`config.mk`:
```
export PLATFORM = sky130hd
export DESIGN_NAME = keyword_punct_lexer
export DESIGN_NICKNAME = d
export VERILOG_FILES = /design/src/klx_pkg.sv /design/src/klx_front.sv /design/src/klx_queue.sv /design/src/klx_back.sv /design/src/keyword_punct_lexer.sv
export SDC_FILE = /design/constraint.sdc
export NUM_CORES = 2
export LEC_CHECK = 0
export ABC_AREA = 1
export BUFFER_PORTS_ARGS = -buffer_cell sky130_fd_sc_hd__buf_2
export CAP_MARGIN = 20
export CORE_ASPECT_RATIO = 2
export CORE_MARGIN = 8
export CORE_UTILIZATION = 60
export DETAILED_ROUTE_END_ITERATION = 6
export MAX_ROUTING_LAYER = met4
export PLACE_DENSITY = 0.77
export SLEW_MARGIN = 10
export SYNTH_ARGS = -nofsm -noshare
export SYNTH_HDL_FRONTEND = slang
export SYNTH_SLANG_ARGS = --single-unit
```
`constraint.sdc`:
```
create_clock -name clk_i -period 34.7 [get_ports clk_i]
set_clock_uncertainty 0.15 [all_clocks]
set_input_delay 3.47 -clock clk_i [delete_from_list [all_inputs] [get_ports clk_i]]
set_output_delay 3.47 -clock clk_i [all_outputs]
set_load 0.005 [all_outputs]
```
`src/klx_pkg.sv`:
```
// Shared constants, token kinds and keyword tables for the keyword/punctuation lexer.
`timescale 1ns / 1ps
`default_nettype none

package klx_pkg;

  // Fixed field widths of a token
  localparam int KindW   = 4;
  localparam int LenW    = 4;
  localparam int TokNumW = 32;

  // Default counter widths and queue depth
  localparam int PositionWidthDef = 32;
  localparam int LineWidthDef     = 24;
  localparam int ColumnWidthDef   = 16;
  localparam int QueueDepthDef    = 4;

  localparam int NumKw = 7;

  typedef enum logic [KindW-1:0] {
    KIND_CONTINUE  = 4'd0,
    KIND_FOR       = 4'd1,
    KIND_DO        = 4'd2,
    KIND_WHILE     = 4'd3,
    KIND_NAMESPACE = 4'd4,
    KIND_STRUCT    = 4'd5,
    KIND_CLASS     = 4'd6,
    KIND_LPAREN    = 4'd7,
    KIND_RPAREN    = 4'd8,
    KIND_LBRACE    = 4'd9,
    KIND_RBRACE    = 4'd10,
    KIND_SEMI      = 4'd11,
    KIND_COLON     = 4'd12
  } kind_e;

  // Packed width of one token record
  function automatic int tok_bits(input int pos_w, input int line_w, input int col_w);
    return KindW + pos_w + LenW + line_w + col_w + TokNumW + 1;
  endfunction

  // Length of a keyword in bytes
  function automatic logic [LenW-1:0] kw_len(input kind_e k);
    logic [LenW-1:0] r;
    case (k)
      KIND_CONTINUE:  r = 4'd8;
      KIND_FOR:       r = 4'd3;
      KIND_DO:        r = 4'd2;
      KIND_WHILE:     r = 4'd5;
      KIND_NAMESPACE: r = 4'd9;
      KIND_STRUCT:    r = 4'd6;
      KIND_CLASS:     r = 4'd5;
      default:        r = 4'd0;
    endcase
    return r;
  endfunction

  // Byte idx of a keyword, zero past its end
  function automatic logic [7:0] kw_char(input kind_e k, input logic [LenW-1:0] idx);
    logic [71:0] s;
    logic [7:0]  r;
    case (k)
      KIND_CONTINUE:  s = {"continue", 8'h00};
      KIND_FOR:       s = {"for", 48'h0};
      KIND_DO:        s = {"do", 56'h0};
      KIND_WHILE:     s = {"while", 32'h0};
      KIND_NAMESPACE: s = "namespace";
      KIND_STRUCT:    s = {"struct", 24'h0};
      KIND_CLASS:     s = {"class", 32'h0};
      default:        s = '0;
    endcase
    r = 8'h00;
    if (idx < 4'd9) r = s[8*(8-int'(idx)) +: 8];
    return r;
  endfunction

endpackage

`default_nettype wire

```
`src/klx_front.sv`:
```
// Scanner front end: byte classification, scan state and token generation.
`timescale 1ns / 1ps
`default_nettype none

module klx_front import klx_pkg::*; #(
  parameter int POSITION_WIDTH = PositionWidthDef,
  parameter int LINE_WIDTH     = LineWidthDef,
  parameter int COLUMN_WIDTH   = ColumnWidthDef,
  localparam int TokW          = tok_bits(POSITION_WIDTH, LINE_WIDTH, COLUMN_WIDTH)
) (
  input  wire logic              clk_i,
  input  wire logic              rst_ni,
  input  wire logic              accept_i,
  input  wire logic [7:0]        ch_i,
  input  wire logic              last_i,
  output logic                   push_o,
  output logic [2*TokW:0]        push_data_o
);

  typedef enum logic [8:0] {
    M_IDLE       = 9'b000000001,
    M_WORD       = 9'b000000010,
    M_WORD_L     = 9'b000000100,
    M_SLASH      = 9'b000001000,
    M_BLOCK      = 9'b000010000,
    M_BLOCK_STAR = 9'b000100000,
    M_LINE       = 9'b001000000,
    M_PREPROC    = 9'b010000000,
    M_STRING     = 9'b100000000
  } mode_e;

  typedef struct packed {
    logic [KindW-1:0]          kind;
    logic [POSITION_WIDTH-1:0] pos;
    logic [LenW-1:0]           len;
    logic [LINE_WIDTH-1:0]     line;
    logic [COLUMN_WIDTH-1:0]   col;
    logic [TokNumW-1:0]        num;
    logic                      eob;
  } tok_t;

  typedef struct packed {
    logic two;
    tok_t t1;
    tok_t t0;
  } entry_t;

  mode_e                     mode_q, mode_d;
  logic                      qs_q, qs_d;
  logic [LenW-1:0]           len_q, len_d;
  logic [NumKw-1:0]          hits_q, hits_d;
  logic [POSITION_WIDTH-1:0] pos_q, pos_d;
  logic [LINE_WIDTH-1:0]     line_q, line_d;
  logic [COLUMN_WIDTH-1:0]   col_q, col_d;
  logic [POSITION_WIDTH-1:0] wpos_q, wpos_d;
  logic [LINE_WIDTH-1:0]     wline_q, wline_d;
  logic [COLUMN_WIDTH-1:0]   wcol_q, wcol_d;
  logic                      halt_q, halt_d;
  logic [TokNumW-1:0]        cnt_q, cnt_d;

  logic is_ws, is_idc, is_quote, is_nl;
  logic run_idle, kw_a, flush;
  logic [LenW-1:0]  add_base;
  logic [NumKw-1:0] add_match;
  logic [LenW-1:0]  sel_len;
  logic [NumKw-1:0] sel_hits;
  logic             kw_v, punct_v;
  kind_e            kw_kind, punct_kind;
  logic [TokNumW-1:0] cnt1, cnt2;
  tok_t   kw_tok, p_tok;
  entry_t ent;

  always_comb begin
    is_ws    = ch_i inside {8'h20, [8'h09:8'h0D]};
    is_idc   = ch_i inside {["A":"Z"], ["a":"z"], ["0":"9"], "_"};
    is_quote = (ch_i == "\"") || (ch_i == "'");
    is_nl    = (ch_i == 8'h0A);
  end

  // Advance the running word by one byte: from scratch outside a word
  always_comb begin
    add_base = (mode_q == M_WORD || mode_q == M_WORD_L) ? len_q : '0;
    for (int k = 0; k < NumKw; k++) begin
      add_match[k] = (add_base < kw_len(kind_e'(KindW'(k)))) &&
                     (kw_char(kind_e'(KindW'(k)), add_base) == ch_i);
    end
  end

  always_comb begin
    mode_d     = mode_q;
    qs_d       = qs_q;
    len_d      = len_q;
    hits_d     = hits_q;
    wpos_d     = wpos_q;
    wline_d    = wline_q;
    wcol_d     = wcol_q;
    halt_d     = halt_q;
    run_idle   = 1'b0;
    kw_a       = 1'b0;
    punct_v    = 1'b0;
    punct_kind = KIND_LPAREN;

    if (!halt_q) begin
      case (mode_q)
        M_WORD, M_WORD_L: begin
          if (mode_q == M_WORD_L && is_quote) begin
            mode_d = M_STRING;
            qs_d   = (ch_i == "'");
            len_d  = '0;
            hits_d = '1;
          end else if (is_idc) begin
            hits_d = hits_q & add_match;
            len_d  = (len_q == '1) ? len_q : len_q + 1'b1;
            mode_d = M_WORD;
          end else begin
            kw_a     = 1'b1;
            run_idle = 1'b1;
            len_d    = '0;
            hits_d   = '1;
          end
        end
        M_SLASH: begin
          if (ch_i == "*")      mode_d = M_BLOCK;
          else if (ch_i == "/") mode_d = M_LINE;
          else                  run_idle = 1'b1;
        end
        M_BLOCK: begin
          if (ch_i == "*") mode_d = M_BLOCK_STAR;
        end
        M_BLOCK_STAR: begin
          if (ch_i == "/")      mode_d = M_IDLE;
          else if (ch_i != "*") mode_d = M_BLOCK;
        end
        M_LINE, M_PREPROC: begin
          if (is_nl) mode_d = M_IDLE;
        end
        M_STRING: begin
          if (ch_i == (qs_q ? 8'h27 : 8'h22)) mode_d = M_IDLE;
        end
        default: run_idle = 1'b1;
      endcase

      if (run_idle) begin
        mode_d = M_IDLE;
        if (ch_i == 8'h00) begin
          halt_d = 1'b1;
        end else if (is_ws) begin
          mode_d = M_IDLE;
        end else if (ch_i == "/") begin
          mode_d = M_SLASH;
        end else if (ch_i == "#") begin
          mode_d = M_PREPROC;
        end else if (is_quote) begin
          mode_d = M_STRING;
          qs_d   = (ch_i == "'");
        end else if (is_idc) begin
          wpos_d     = pos_q;
          wline_d    = line_q;
          wcol_d     = col_q;
          len_d      = 4'd1;
          hits_d     = add_match;
          mode_d     = (ch_i == "L") ? M_WORD_L : M_WORD;
        end else begin
          punct_v = 1'b1;
          case (ch_i)
            "(":     punct_kind = KIND_LPAREN;
            ")":     punct_kind = KIND_RPAREN;
            "{":     punct_kind = KIND_LBRACE;
            "}":     punct_kind = KIND_RBRACE;
            ";":     punct_kind = KIND_SEMI;
            ":":     punct_kind = KIND_COLON;
            default: punct_v    = 1'b0;
          endcase
        end
      end
    end
  end

  // Word end: either ended by this byte (old word) or flushed by the final byte
  always_comb begin
    flush    = last_i && !halt_d && (mode_d == M_WORD || mode_d == M_WORD_L);
    sel_len  = kw_a ? len_q : len_d;
    sel_hits = kw_a ? hits_q : hits_d;
    kw_v     = 1'b0;
    kw_kind  = KIND_CONTINUE;
    for (int k = NumKw - 1; k >= 0; k--) begin
      if (sel_hits[k] && kw_len(kind_e'(KindW'(k))) == sel_len) begin
        kw_v    = kw_a || flush;
        kw_kind = kind_e'(KindW'(k));
      end
    end
  end

  always_comb begin
    cnt1 = (cnt_q == '1) ? cnt_q : cnt_q + 1'b1;
    cnt2 = (cnt1 == '1) ? cnt1 : cnt1 + 1'b1;

    kw_tok.kind = kw_kind;
    kw_tok.pos  = kw_a ? wpos_q : wpos_d;
    kw_tok.len  = sel_len;
    kw_tok.line = kw_a ? wline_q : wline_d;
    kw_tok.col  = kw_a ? wcol_q : wcol_d;
    kw_tok.num  = cnt_q;
    kw_tok.eob  = !punct_v;

    p_tok.kind = punct_kind;
    p_tok.pos  = pos_q;
    p_tok.len  = 4'd1;
    p_tok.line = line_q;
    p_tok.col  = col_q;
    p_tok.num  = kw_v ? cnt1 : cnt_q;
    p_tok.eob  = 1'b1;

    ent.two = kw_v && punct_v;
    ent.t0  = kw_v ? kw_tok : p_tok;
    ent.t1  = p_tok;
  end

  assign push_o      = accept_i && (kw_v || punct_v);
  assign push_data_o = ent;

  always_comb begin
    pos_d  = (pos_q == '1) ? pos_q : pos_q + 1'b1;
    line_d = (is_nl && line_q != '1) ? line_q + 1'b1 : line_q;
    col_d  = is_nl ? COLUMN_WIDTH'(1) : ((col_q == '1) ? col_q : col_q + 1'b1);
    cnt_d  = (kw_v && punct_v) ? cnt2 : ((kw_v || punct_v) ? cnt1 : cnt_q);
  end

  always_ff @(posedge clk_i or negedge rst_ni) begin
    if (!rst_ni) begin
      mode_q  <= M_IDLE;
      qs_q    <= 1'b0;
      len_q   <= '0;
      hits_q  <= '1;
      pos_q   <= '0;
      line_q  <= LINE_WIDTH'(1);
      col_q   <= COLUMN_WIDTH'(1);
      wpos_q  <= '0;
      wline_q <= LINE_WIDTH'(1);
      wcol_q  <= COLUMN_WIDTH'(1);
      halt_q  <= 1'b0;
      cnt_q   <= '0;
    end else if (accept_i) begin
      if (last_i) begin
        // final byte: drop all scan state back to its start values
        mode_q  <= M_IDLE;
        qs_q    <= 1'b0;
        len_q   <= '0;
        hits_q  <= '1;
        pos_q   <= '0;
        line_q  <= LINE_WIDTH'(1);
        col_q   <= COLUMN_WIDTH'(1);
        wpos_q  <= '0;
        wline_q <= LINE_WIDTH'(1);
        wcol_q  <= COLUMN_WIDTH'(1);
        halt_q  <= 1'b0;
        cnt_q   <= '0;
      end else begin
        mode_q  <= mode_d;
        qs_q    <= qs_d;
        len_q   <= len_d;
        hits_q  <= hits_d;
        pos_q   <= pos_d;
        line_q  <= line_d;
        col_q   <= col_d;
        wpos_q  <= wpos_d;
        wline_q <= wline_d;
        wcol_q  <= wcol_d;
        halt_q  <= halt_d;
        cnt_q   <= cnt_d;
      end
    end
  end

endmodule

`default_nettype wire

```
`src/klx_queue.sv`:
```
// Small register queue between the scanner front end and the output stage.
`timescale 1ns / 1ps
`default_nettype none

module klx_queue import klx_pkg::*; #(
  parameter int DATA_W = 8,
  parameter int DEPTH  = QueueDepthDef,
  localparam int AW    = (DEPTH > 1) ? $clog2(DEPTH) : 1,
  localparam int CNTW  = $clog2(DEPTH + 1)
) (
  input  wire logic              clk_i,
  input  wire logic              rst_ni,
  input  wire logic              push_i,
  input  wire logic [DATA_W-1:0] push_data_i,
  output logic                   full_o,
  input  wire logic              pop_i,
  output logic [DATA_W-1:0]      pop_data_o,
  output logic                   empty_o
);

  logic [DATA_W-1:0] mem_q [DEPTH];
  logic [AW-1:0]     wr_q, rd_q;
  logic [CNTW-1:0]   cnt_q;

  assign full_o     = (cnt_q == CNTW'(DEPTH));
  assign empty_o    = (cnt_q == '0);
  assign pop_data_o = mem_q[rd_q];

  always_ff @(posedge clk_i) begin
    if (push_i) mem_q[wr_q] <= push_data_i;
  end

  always_ff @(posedge clk_i or negedge rst_ni) begin
    if (!rst_ni) begin
      wr_q  <= '0;
      rd_q  <= '0;
      cnt_q <= '0;
    end else begin
      if (push_i) wr_q <= (wr_q == AW'(DEPTH - 1)) ? '0 : wr_q + 1'b1;
      if (pop_i)  rd_q <= (rd_q == AW'(DEPTH - 1)) ? '0 : rd_q + 1'b1;
      if (push_i && !pop_i)      cnt_q <= cnt_q + 1'b1;
      else if (pop_i && !push_i) cnt_q <= cnt_q - 1'b1;
    end
  end

  a_no_overflow: assert property (@(posedge clk_i) disable iff (!rst_ni)
    push_i |-> !full_o) else $error("queue written while full");

  a_no_underflow: assert property (@(posedge clk_i) disable iff (!rst_ni)
    pop_i |-> !empty_o) else $error("queue read while empty");

  a_fill_tracks: assert property (@(posedge clk_i) disable iff (!rst_ni)
    (push_i && !pop_i) |=> (cnt_q == $past(cnt_q) + 1'b1))
    else $error("queue fill count lost a write");

endmodule

`default_nettype wire

```
`src/klx_back.sv`:
```
// Output stage: splits queued bursts into single tokens behind a result register.
`timescale 1ns / 1ps
`default_nettype none

module klx_back import klx_pkg::*; #(
  parameter int POSITION_WIDTH = PositionWidthDef,
  parameter int LINE_WIDTH     = LineWidthDef,
  parameter int COLUMN_WIDTH   = ColumnWidthDef,
  localparam int TokW          = tok_bits(POSITION_WIDTH, LINE_WIDTH, COLUMN_WIDTH)
) (
  input  wire logic                      clk_i,
  input  wire logic                      rst_ni,
  input  wire logic                      empty_i,
  input  wire logic [2*TokW:0]           head_i,
  output logic                           pop_o,
  output logic                           out_valid_o,
  input  wire logic                      out_stall_i,
  output logic [KindW-1:0]               kind_o,
  output logic [POSITION_WIDTH-1:0]      start_pos_o,
  output logic [LenW-1:0]                tok_length_o,
  output logic [LINE_WIDTH-1:0]          line_o,
  output logic [COLUMN_WIDTH-1:0]        column_o,
  output logic [TokNumW-1:0]             token_number_o,
  output logic                           end_of_burst_o
);

  typedef struct packed {
    logic [KindW-1:0]          kind;
    logic [POSITION_WIDTH-1:0] pos;
    logic [LenW-1:0]           len;
    logic [LINE_WIDTH-1:0]     line;
    logic [COLUMN_WIDTH-1:0]   col;
    logic [TokNumW-1:0]        num;
    logic                      eob;
  } tok_t;

  typedef struct packed {
    logic two;
    tok_t t1;
    tok_t t0;
  } entry_t;

  entry_t head;
  logic   ov_q, pend_q;
  tok_t   otok_q, ptok_q;
  logic   out_free;

  assign head     = head_i;
  assign out_free = !ov_q || !out_stall_i;
  assign pop_o    = out_free && !pend_q && !empty_i;

  always_ff @(posedge clk_i or negedge rst_ni) begin
    if (!rst_ni) begin
      ov_q   <= 1'b0;
      pend_q <= 1'b0;
    end else if (out_free) begin
      if (pend_q) begin
        ov_q   <= 1'b1;
        pend_q <= 1'b0;
      end else begin
        ov_q   <= !empty_i;
        pend_q <= !empty_i && head.two;
      end
    end
  end

  always_ff @(posedge clk_i) begin
    if (out_free) begin
      if (pend_q) begin
        otok_q <= ptok_q;
      end else if (!empty_i) begin
        otok_q <= head.t0;
        ptok_q <= head.t1;
      end
    end
  end

  assign out_valid_o    = ov_q;
  assign kind_o         = otok_q.kind;
  assign start_pos_o    = otok_q.pos;
  assign tok_length_o   = otok_q.len;
  assign line_o         = otok_q.line;
  assign column_o       = otok_q.col;
  assign token_number_o = otok_q.num;
  assign end_of_burst_o = otok_q.eob;

  a_pend_behind_out: assert property (@(posedge clk_i) disable iff (!rst_ni)
    pend_q |-> ov_q) else $error("second token pending without a first on the output");

endmodule

`default_nettype wire

```
`src/keyword_punct_lexer.sv`:
```
// Top level of the keyword/punctuation lexer: front end, token queue and output stage.
// Throughput: one source byte per cycle while the token queue has room; a byte that
//   yields two tokens puts them out in turn; the token queue (QUEUE_DEPTH bursts) absorbs
//   the difference. A burst is written to the queue, then registered by the output stage.
//   The second token of a pair waits in the output stage behind the first.
// Reset: rst_ni is asynchronous and active low; it returns the scanner to between tokens
//   with position 0, line 1, column 1, token count 0, and empties the queue.
// The final byte of a source (last_i) flushes a pending word and restores that state.
`timescale 1ns / 1ps
`default_nettype none

module keyword_punct_lexer import klx_pkg::*; #(
  parameter int POSITION_WIDTH = PositionWidthDef,
  parameter int LINE_WIDTH     = LineWidthDef,
  parameter int COLUMN_WIDTH   = ColumnWidthDef,
  parameter int QUEUE_DEPTH    = QueueDepthDef
) (
  input  wire logic                      clk_i,
  input  wire logic                      rst_ni,
  // source bytes
  input  wire logic                      in_valid_i,
  output logic                           in_stall_o,
  input  wire logic [7:0]                ch_i,
  input  wire logic                      last_i,
  // tokens
  output logic                           out_valid_o,
  input  wire logic                      out_stall_i,
  output logic [KindW-1:0]               kind_o,
  output logic [POSITION_WIDTH-1:0]      start_pos_o,
  output logic [LenW-1:0]                tok_length_o,
  output logic [LINE_WIDTH-1:0]          line_o,
  output logic [COLUMN_WIDTH-1:0]        column_o,
  output logic [TokNumW-1:0]             token_number_o,
  output logic                           end_of_burst_o
);

  localparam int TokW = tok_bits(POSITION_WIDTH, LINE_WIDTH, COLUMN_WIDTH);

  logic              in_xfer;
  logic              push, pop, q_full, q_empty;
  logic [2*TokW:0]   push_data, head_data;

  // Hold the source only when the queue has no room for this byte's burst
  assign in_stall_o = q_full;
  assign in_xfer    = in_valid_i && !in_stall_o;

  // Front end: classify each byte, track scan state and positions, build the
  // burst of zero, one or two tokens (keyword first, then punctuation)
  klx_front #(
    .POSITION_WIDTH (POSITION_WIDTH),
    .LINE_WIDTH     (LINE_WIDTH),
    .COLUMN_WIDTH   (COLUMN_WIDTH)
  ) u_front (
    .clk_i       (clk_i),
    .rst_ni      (rst_ni),
    .accept_i    (in_xfer),
    .ch_i        (ch_i),
    .last_i      (last_i),
    .push_o      (push),
    .push_data_o (push_data)
  );

  // Bursts wait here so the scanner keeps running while the sink stalls
  klx_queue #(
    .DATA_W (2*TokW + 1),
    .DEPTH  (QUEUE_DEPTH)
  ) u_queue (
    .clk_i       (clk_i),
    .rst_ni      (rst_ni),
    .push_i      (push),
    .push_data_i (push_data),
    .full_o      (q_full),
    .pop_i       (pop),
    .pop_data_o  (head_data),
    .empty_o     (q_empty)
  );

  // Output stage: one token per transfer from a registered result
  klx_back #(
    .POSITION_WIDTH (POSITION_WIDTH),
    .LINE_WIDTH     (LINE_WIDTH),
    .COLUMN_WIDTH   (COLUMN_WIDTH)
  ) u_back (
    .clk_i          (clk_i),
    .rst_ni         (rst_ni),
    .empty_i        (q_empty),
    .head_i         (head_data),
    .pop_o          (pop),
    .out_valid_o    (out_valid_o),
    .out_stall_i    (out_stall_i),
    .kind_o         (kind_o),
    .start_pos_o    (start_pos_o),
    .tok_length_o   (tok_length_o),
    .line_o         (line_o),
    .column_o       (column_o),
    .token_number_o (token_number_o),
    .end_of_burst_o (end_of_burst_o)
  );

endmodule

`default_nettype wire

```
# After elaboration in Yosys (flattened, before gate mapping)
# Memories as Yosys holds them, arrays and structs flattened.
# Cells that the tools add are included.
# totals
reg_bits,433
latchBits,0
mem_bits_rw,888
rom_bits,0
elab_cells,347
mem_count,1
# mem_list
memory,depth,word_bits,read_ports,rd_clocked_by_memory_dff,write_ports,line_no,rtl
u_queue.mem_q,4,222,1,0,1,klx_queue.sv:21,logic [DATA_W-1:0] mem_q [DEPTH];
# op_classes
add_sub_neg,11
n_mul,0
div_mod_pow,0
magnitude_cmp,14
eq_ne,53
shifts,7
n_mux,164
bitwise,3
reduce_logical,63
# ops
cell,n
$mux 32,18
$shiftx 72x32->8 const A,7
$mux 113,3
$mux 24,12
$mux 16,13
$mux 9,18
$add 32x1->32 const B,3
$eq 32x32->1 const B,3
$mux 4,23
$mux 7,13
$eq 8x6->1 const B,10
$eq 8x8->1,8
$mux 8,7
$pmux 9 s6,1
$mux 1,41
$mux 3,11
$eq 8x7->1 const B,4
$logic_and 1x1->1,30
$add 24x1->24 const B,1
$ne 24x24->1 const B,1
$pmux 4 s5,1
$eq 9x2->1 const B,2
$eq 9x3->1 const B,2
$add 16x1->16 const B,1
47 further kinds,82

# Longest topological paths before layout
# depth
word_depth,35
depth_mapped,38
ltp_nobuf,36

# Hierarchy
# Synthesis repeated with hierarchy kept, for this count alone.
# hier_totals
cells_unflattened,5756
area_unflattened_um2,59912.5
# modules_own_cells
module,n_inst,cells_per_inst,area_each_um2,seq_area_each_um2
klx_queue,1,2700,36044.6,27441.3
klx_front,1,2450,15523.6,4969.8
klx_back,1,604,8334.2,6836.6
keyword_punct_lexer,1,2,10.0,0.0

# Worst setup path before layout
# OpenSTA, ideal clock, no wires.
# synth_timing
path_kind,input to register
startpoint,in ch_i[6]
endpoint,"mem u_queue.mem_q[0][0] (netlist name), enable pin"
setup_ns,0.808
arrival_ns,14.722
required_ns,33.742
setup_slack_ns,19.020
cell_stages,24
cell_sequence,buf_2 nor2_4 nand3_2 inv_2 nand3_2 a21oi_2 nand2_1 nand2_1 nor2_4 nand2_4 inv_2 nand2_1 nand3_1 nor2_1 nand2_1 nor2_1 nand3_1 nand2_2 nor2_2 nand2_4 nand2_4 nand2_4 nand2_4 nor2_1
# synth_via
elab_chain_len,28
# synth_lines
element,line_no,rtl
"start, declared",keyword_punct_lexer.sv:23,"input wire logic [7:0] ch_i,"
"$ge 8x7->1, or another cell as far along",klx_front.sv:75,"is_idc = ch_i inside {[""A"":""Z""], [""a"":""z""], [""0"":""9""], ""_""};"
$logic_and 1x1->1,klx_front.sv:75,
$reduce_bool 4->1,klx_front.sv:75,
$mux 4,klx_front.sv:111,end else if (is_idc) begin
$mux 4,klx_front.sv:106,if (mode_q == M_WORD_L && is_quote) begin
$mux 4,klx_front.sv:104,case (mode_q)
$mux 4,klx_front.sv:156,end else if (is_idc) begin
$mux 4,klx_front.sv:153,end else if (is_quote) begin
[6 not listed],--,
$mux 4,klx_front.sv:182,sel_len = kw_a ? len_q : len_d;
$eq 3x4->1,klx_front.sv:187,if (sel_hits[k] && kw_len(kind_e'(KindW'(k))) == sel_len) begin
$logic_and 1x1->1,klx_front.sv:187,
$mux 1 (7 in a row),klx_front.sv:187,
$logic_or 1x1->1 (*),klx_front.sv:219,assign push_o = accept_i && (kw_v || punct_v);
$logic_and 1x1->1 (*),klx_front.sv:219,
$mux 1 (*),klx_queue.sv:30,if (push_i) mem_q[wr_q] <= push_data_i;
$mux 1 (implied by the code) (*),klx_queue.sv:30,
"end, declared",klx_queue.sv:21,
# Mark *: on every way between the ends. The rest lies on a longest branch, timed or not. The select of a mux whose other input is x is not followed.

# Worst setup path in the final report
# layout_timing
startpoint,in ch_i[2]
endpoint,"mem u_queue.mem_q[0][171] (netlist name), enable pin"
# Same word-level chain as after synthesis.

==> metrics <==
clock tree from TritonCTS built; number of cells after detailed placement between 6000 and 7000; remaining antenna violation count after routing 0; total of max-cap violations 0; hold-fix buffers at CTS 0; CP Max Fanout 102; number of H-tree levels 3; gate count after technology mapping 5164; Period minus WS final ~9 ns; share of post-route cells with drive strength above 1 0.0876; post-detailed-placement cell area roughly 0.058 mm2; multi-input gate area in the final layout about 0.015 mm2; path type of the worst setup path primary input to register; Fmax between 100 and 150 MHz; min-delay src u_front.wcol_q[3]; number of warnings issued by yosys 0; share of the cycle needed by the critical path after routing 0.258; fraction of synthesis flops using an asynchronous set or reset pin 0.157; largest net degree at the start of global routing about 240; synthesis-to-layout area growth 8.75%; register area share after synthesis 0.685; Leakage 21.9 nW; CTS clk-pin slew, worst paths 0.07 ns; final sum of negative setup slack 0 ns; most common cell after layout, fill and taps aside sky130_fd_sc_hd__edfxtp_1; number of enable flip-flop cells after synthesis roughly 1100; ratio of routed vias to standard cells just over 6; global-route wire length before repair about 210000 um; startpoint of the worst-slack reg-to-reg timing path u_front.mode_q[0]; path type of the worst min-delay path register to register; std cell rows 159; post-DP HPWL just under 80000 um; final max-slew violation count 0; Pre-Repair DR Iteration Count 7; first element of the critical path ch_i[2]; starting utilization of the core area 0.602; initial antenna violation count 1; Longest Clk Path Bufs 3; total routing usage reported by global routing 0.261; total length of routed wires 135000 um; RSZ-0062 raised after global routing no; summed instance area of the synthesized netlist 0.0562 mm2; total of fill cells in the finished design 6845; clk root buf sky130_fd_sc_hd__clkbuf_16; worst endpoint data arrival time between 9 and 10 ns; total power divided by cell area approximately 70 mW/mm2; number of distinct standard cells referenced by the synthesized netlist 68; setup violators final 0; design area 0.0611 mm2; capturing element type of the critical path register; DR DRC count 0; CTS sink cnt ~1300; Resized cells post-CTS 0; Hold Fails Final Rpt 0; cell internal power dissipation between 2 and 3 mW; share of total power in combinational logic 0.232; number of synthesized register bits 1316; leading register cell type out of synthesis sky130_fd_sc_hd__edfxtp_1; I/O pins ~130; count of non-filler cells in the finished layout ~6400; GRT met2 Usage 0.413; TritonCTS buffer count 106; routed length per instance ~21 um; final weighted congestion in routability-driven placement about 0.93; worst-case headroom to the max-slew limit 0.263; GR Util met3 0.0399; GR Overflow Total 0; mean instance size in the synthesized netlist 10.9 um2; number of global-route vias before repair approximately 38000; area of the die 0.104 mm2; vias post-DR between 30000 and 40000; fraction of power consumed by the clock network 0.289; most frequent cells in the layout sky130_fd_sc_hd__edfxtp_1, sky130_fd_sc_hd__nor2_1, sky130_fd_sc_hd__o21ai_0; total net switching power around 1.3 mW; switching fraction of total power 0.314; Die Span Y roughly 450 um; result of the run finished clean; IO Port Bufs ~130; Post-Syn Nets 5192; die boundary width about 230 um; final net count 5173; area taken by flip-flops and latches 0.0385 mm2; element type at the critical path start primary input; met1 global-route usage 0.346; clock latency of the later-clocked register in the worst-skew pair between 0.7 and 0.8 ns; global route hottest layer met2; maximum resistive drop on vdd around 0.000074 V; violation count after the first detailed-routing iteration 4317; number of setup buffers added after CTS 0; core outline area roughly 0.093 mm2; slew at the pin closest to its max-slew limit ~1.1 ns; proportion of power drawn by flip-flops and latches 0.480; critical path data required time about 35 ns
==> final timing paths <==
check | slack (ns) | to | depth (start not counted)
max | 25.74 | u_queue.mem_q[0][171] | 24
min | 0.33 | u_front.wcol_q[3] | 2
max reg2reg | 27.26 | u_queue.mem_q[0][171] | 29
min reg2reg | 0.33 | u_front.wcol_q[3] | 2
max in group asynchronous | 29.36 | u_front.line_q[9] | 3
min in group asynchronous | 2.60 | u_front.cnt_q[7] | 1
==> power by group through the flow <==
| stage | Sequential [mW] | Clock [mW] | Combinational, mW |
|---|---|---|---|
| 2_1_floorplan | 2.06 | 0 | 0.626 |
| 3_3_place_gp | 2.07 | 0 | 0.949 |
| 3_5_place_dp | 2.07 | 0 | 0.981 |
| 4_1_cts | 2.04 | 1.24 | 0.989 |
| 5_1_grt | 2.06 | 1.30 | 1.09 |
| 6_report | 2.04 | 1.23 | 0.988 |
==> final cells by class <==
class / instances / share of cell area
timing repair buffer: 171 / 0.0171
inverter: 278 / 0.0177
tap: 1207 / 0.0247
clock buffer: 170 / 0.0503
multi-input combinational: 3272 / 0.253
sequential: 1316 / 0.630
antenna: 1 / 0.0000409
clock inverter: 32 / 0.00753
==> metal layers <==
metal,wire [um],vias up
li1,-,18000
met1,55600,19000
met2,65100,1793
met3,10800,247
met4,3730,0
met5,0,-
==> worst max-delay path, stage by stage <==
cell	delay, ns
sky130_fd_sc_hd__buf_2	0.18
sky130_fd_sc_hd__nor2_1	0.28
sky130_fd_sc_hd__nand2_1	0.18
sky130_fd_sc_hd__nand3_1	0.11
sky130_fd_sc_hd__nand2_1	0.06
sky130_fd_sc_hd__nor2_2	0.13
sky130_fd_sc_hd__nand2_2	0.20
sky130_fd_sc_hd__nand2_2	0.38
sky130_fd_sc_hd__nand4_1	0.12
sky130_fd_sc_hd__o21ai_1	0.21
sky130_fd_sc_hd__nand2_1	0.11
sky130_fd_sc_hd__inv_1	0.12
sky130_fd_sc_hd__nand2_1	0.07
sky130_fd_sc_hd__nor2_1	0.10
sky130_fd_sc_hd__nand3_1	0.13
sky130_fd_sc_hd__nand2_1	0.13
sky130_fd_sc_hd__nor2_2	0.06
sky130_fd_sc_hd__nand2_4	0.10
sky130_fd_sc_hd__nand2_8	0.36
sky130_fd_sc_hd__nand2_4	0.23
sky130_fd_sc_hd__nand2_4	0.12
sky130_fd_sc_hd__nor2_4	0.59
sky130_fd_sc_hd__buf_4	0.65
sky130_fd_sc_hd__buf_4	0.89
==> kinds of logic (layout without fill, tap and decap cells) <==
kind of cell | after synthesis | in the layout | share of synthesized area
buf+inv | 576 | 651 | 0.0412
flops | 1316 | 1316 | 0.685
xor+xnor | 38 | 38 | 0.00619
compound gates | 1142 | 1142 | 0.109
mux | 8 | 8 | 0.00145
fa+ha+maj | 15 | 15 | 0.00347
simple gates | 2069 | 2069 | 0.153
other cells | 0 | 1 | 0
==> synth_stat cells (17+ instances only) <==
cell	n	area [um2]
sky130_fd_sc_hd__edfxtp_1	1109	33300
sky130_fd_sc_hd__nor2_1	980	3680
sky130_fd_sc_hd__o21ai_0	760	3800
sky130_fd_sc_hd__nand2_1	726	2730
sky130_fd_sc_hd__inv_1	249	935
sky130_fd_sc_hd__clkbuf_1	241	905
sky130_fd_sc_hd__dfrtp_1	195	4880
sky130_fd_sc_hd__nand3_1	160	801
sky130_fd_sc_hd__o22ai_1	125	782
sky130_fd_sc_hd__a31oi_1	114	713
sky130_fd_sc_hd__a21oi_1	84	420
sky130_fd_sc_hd__nor3_1	64	320
sky130_fd_sc_hd__nand4_1	34	213
sky130_fd_sc_hd__xor2_1	30	263
sky130_fd_sc_hd__o21ai_1	27	135
sky130_fd_sc_hd__buf_2	24	120
sky130_fd_sc_hd__inv_2	21	78.8
sky130_fd_sc_hd__nand2_2	18	113
sky130_fd_sc_hd__nor4_1	17	106
==> state kept, by name, summed over array words and instances (netlist names), 2 cells and up <==
| signal | cells |
|---|---|
| u_queue.mem_q | 888 |
| u_back.ptok_q | 108 |
| u_back.start_pos_o | 32 |
| u_back.token_number_o | 32 |
| u_front.cnt_q | 32 |
| u_front.pos_q | 32 |
| u_front.wpos_q | 32 |
| u_back.line_o | 24 |
| u_front.line_q | 24 |
| u_front.wline_q | 24 |
| u_back.column_o | 16 |
| u_front.col_q | 16 |
| u_front.wcol_q | 16 |
| u_front.mode_q | 9 |
| u_front.hits_q | 7 |
| u_back.kind_o | 4 |
| u_back.tok_length_o | 4 |
| u_front.len_q | 4 |
| u_queue.cnt_q | 3 |
| u_queue.rd_q | 2 |
| u_queue.wr_q | 2 |
==> stage by stage <==
step / hold WS (ns) / util / power (mW) / setup slack [ns]
global placement: 0.303 / 0.617 / 3.02 / 25.16
detailed placement: 0.318 / 0.617 / 3.06 / 25.08
floorplan: 0.296 / - / 2.69 / 19.02
global route: 0.360 / 0.655 / 4.45 / 25.45
CTS: 0.335 / 0.655 / 4.28 / 25.83
finish: 0.332 / 0.655 / 4.26 / 25.74
(Power assumes the default switching activity.)
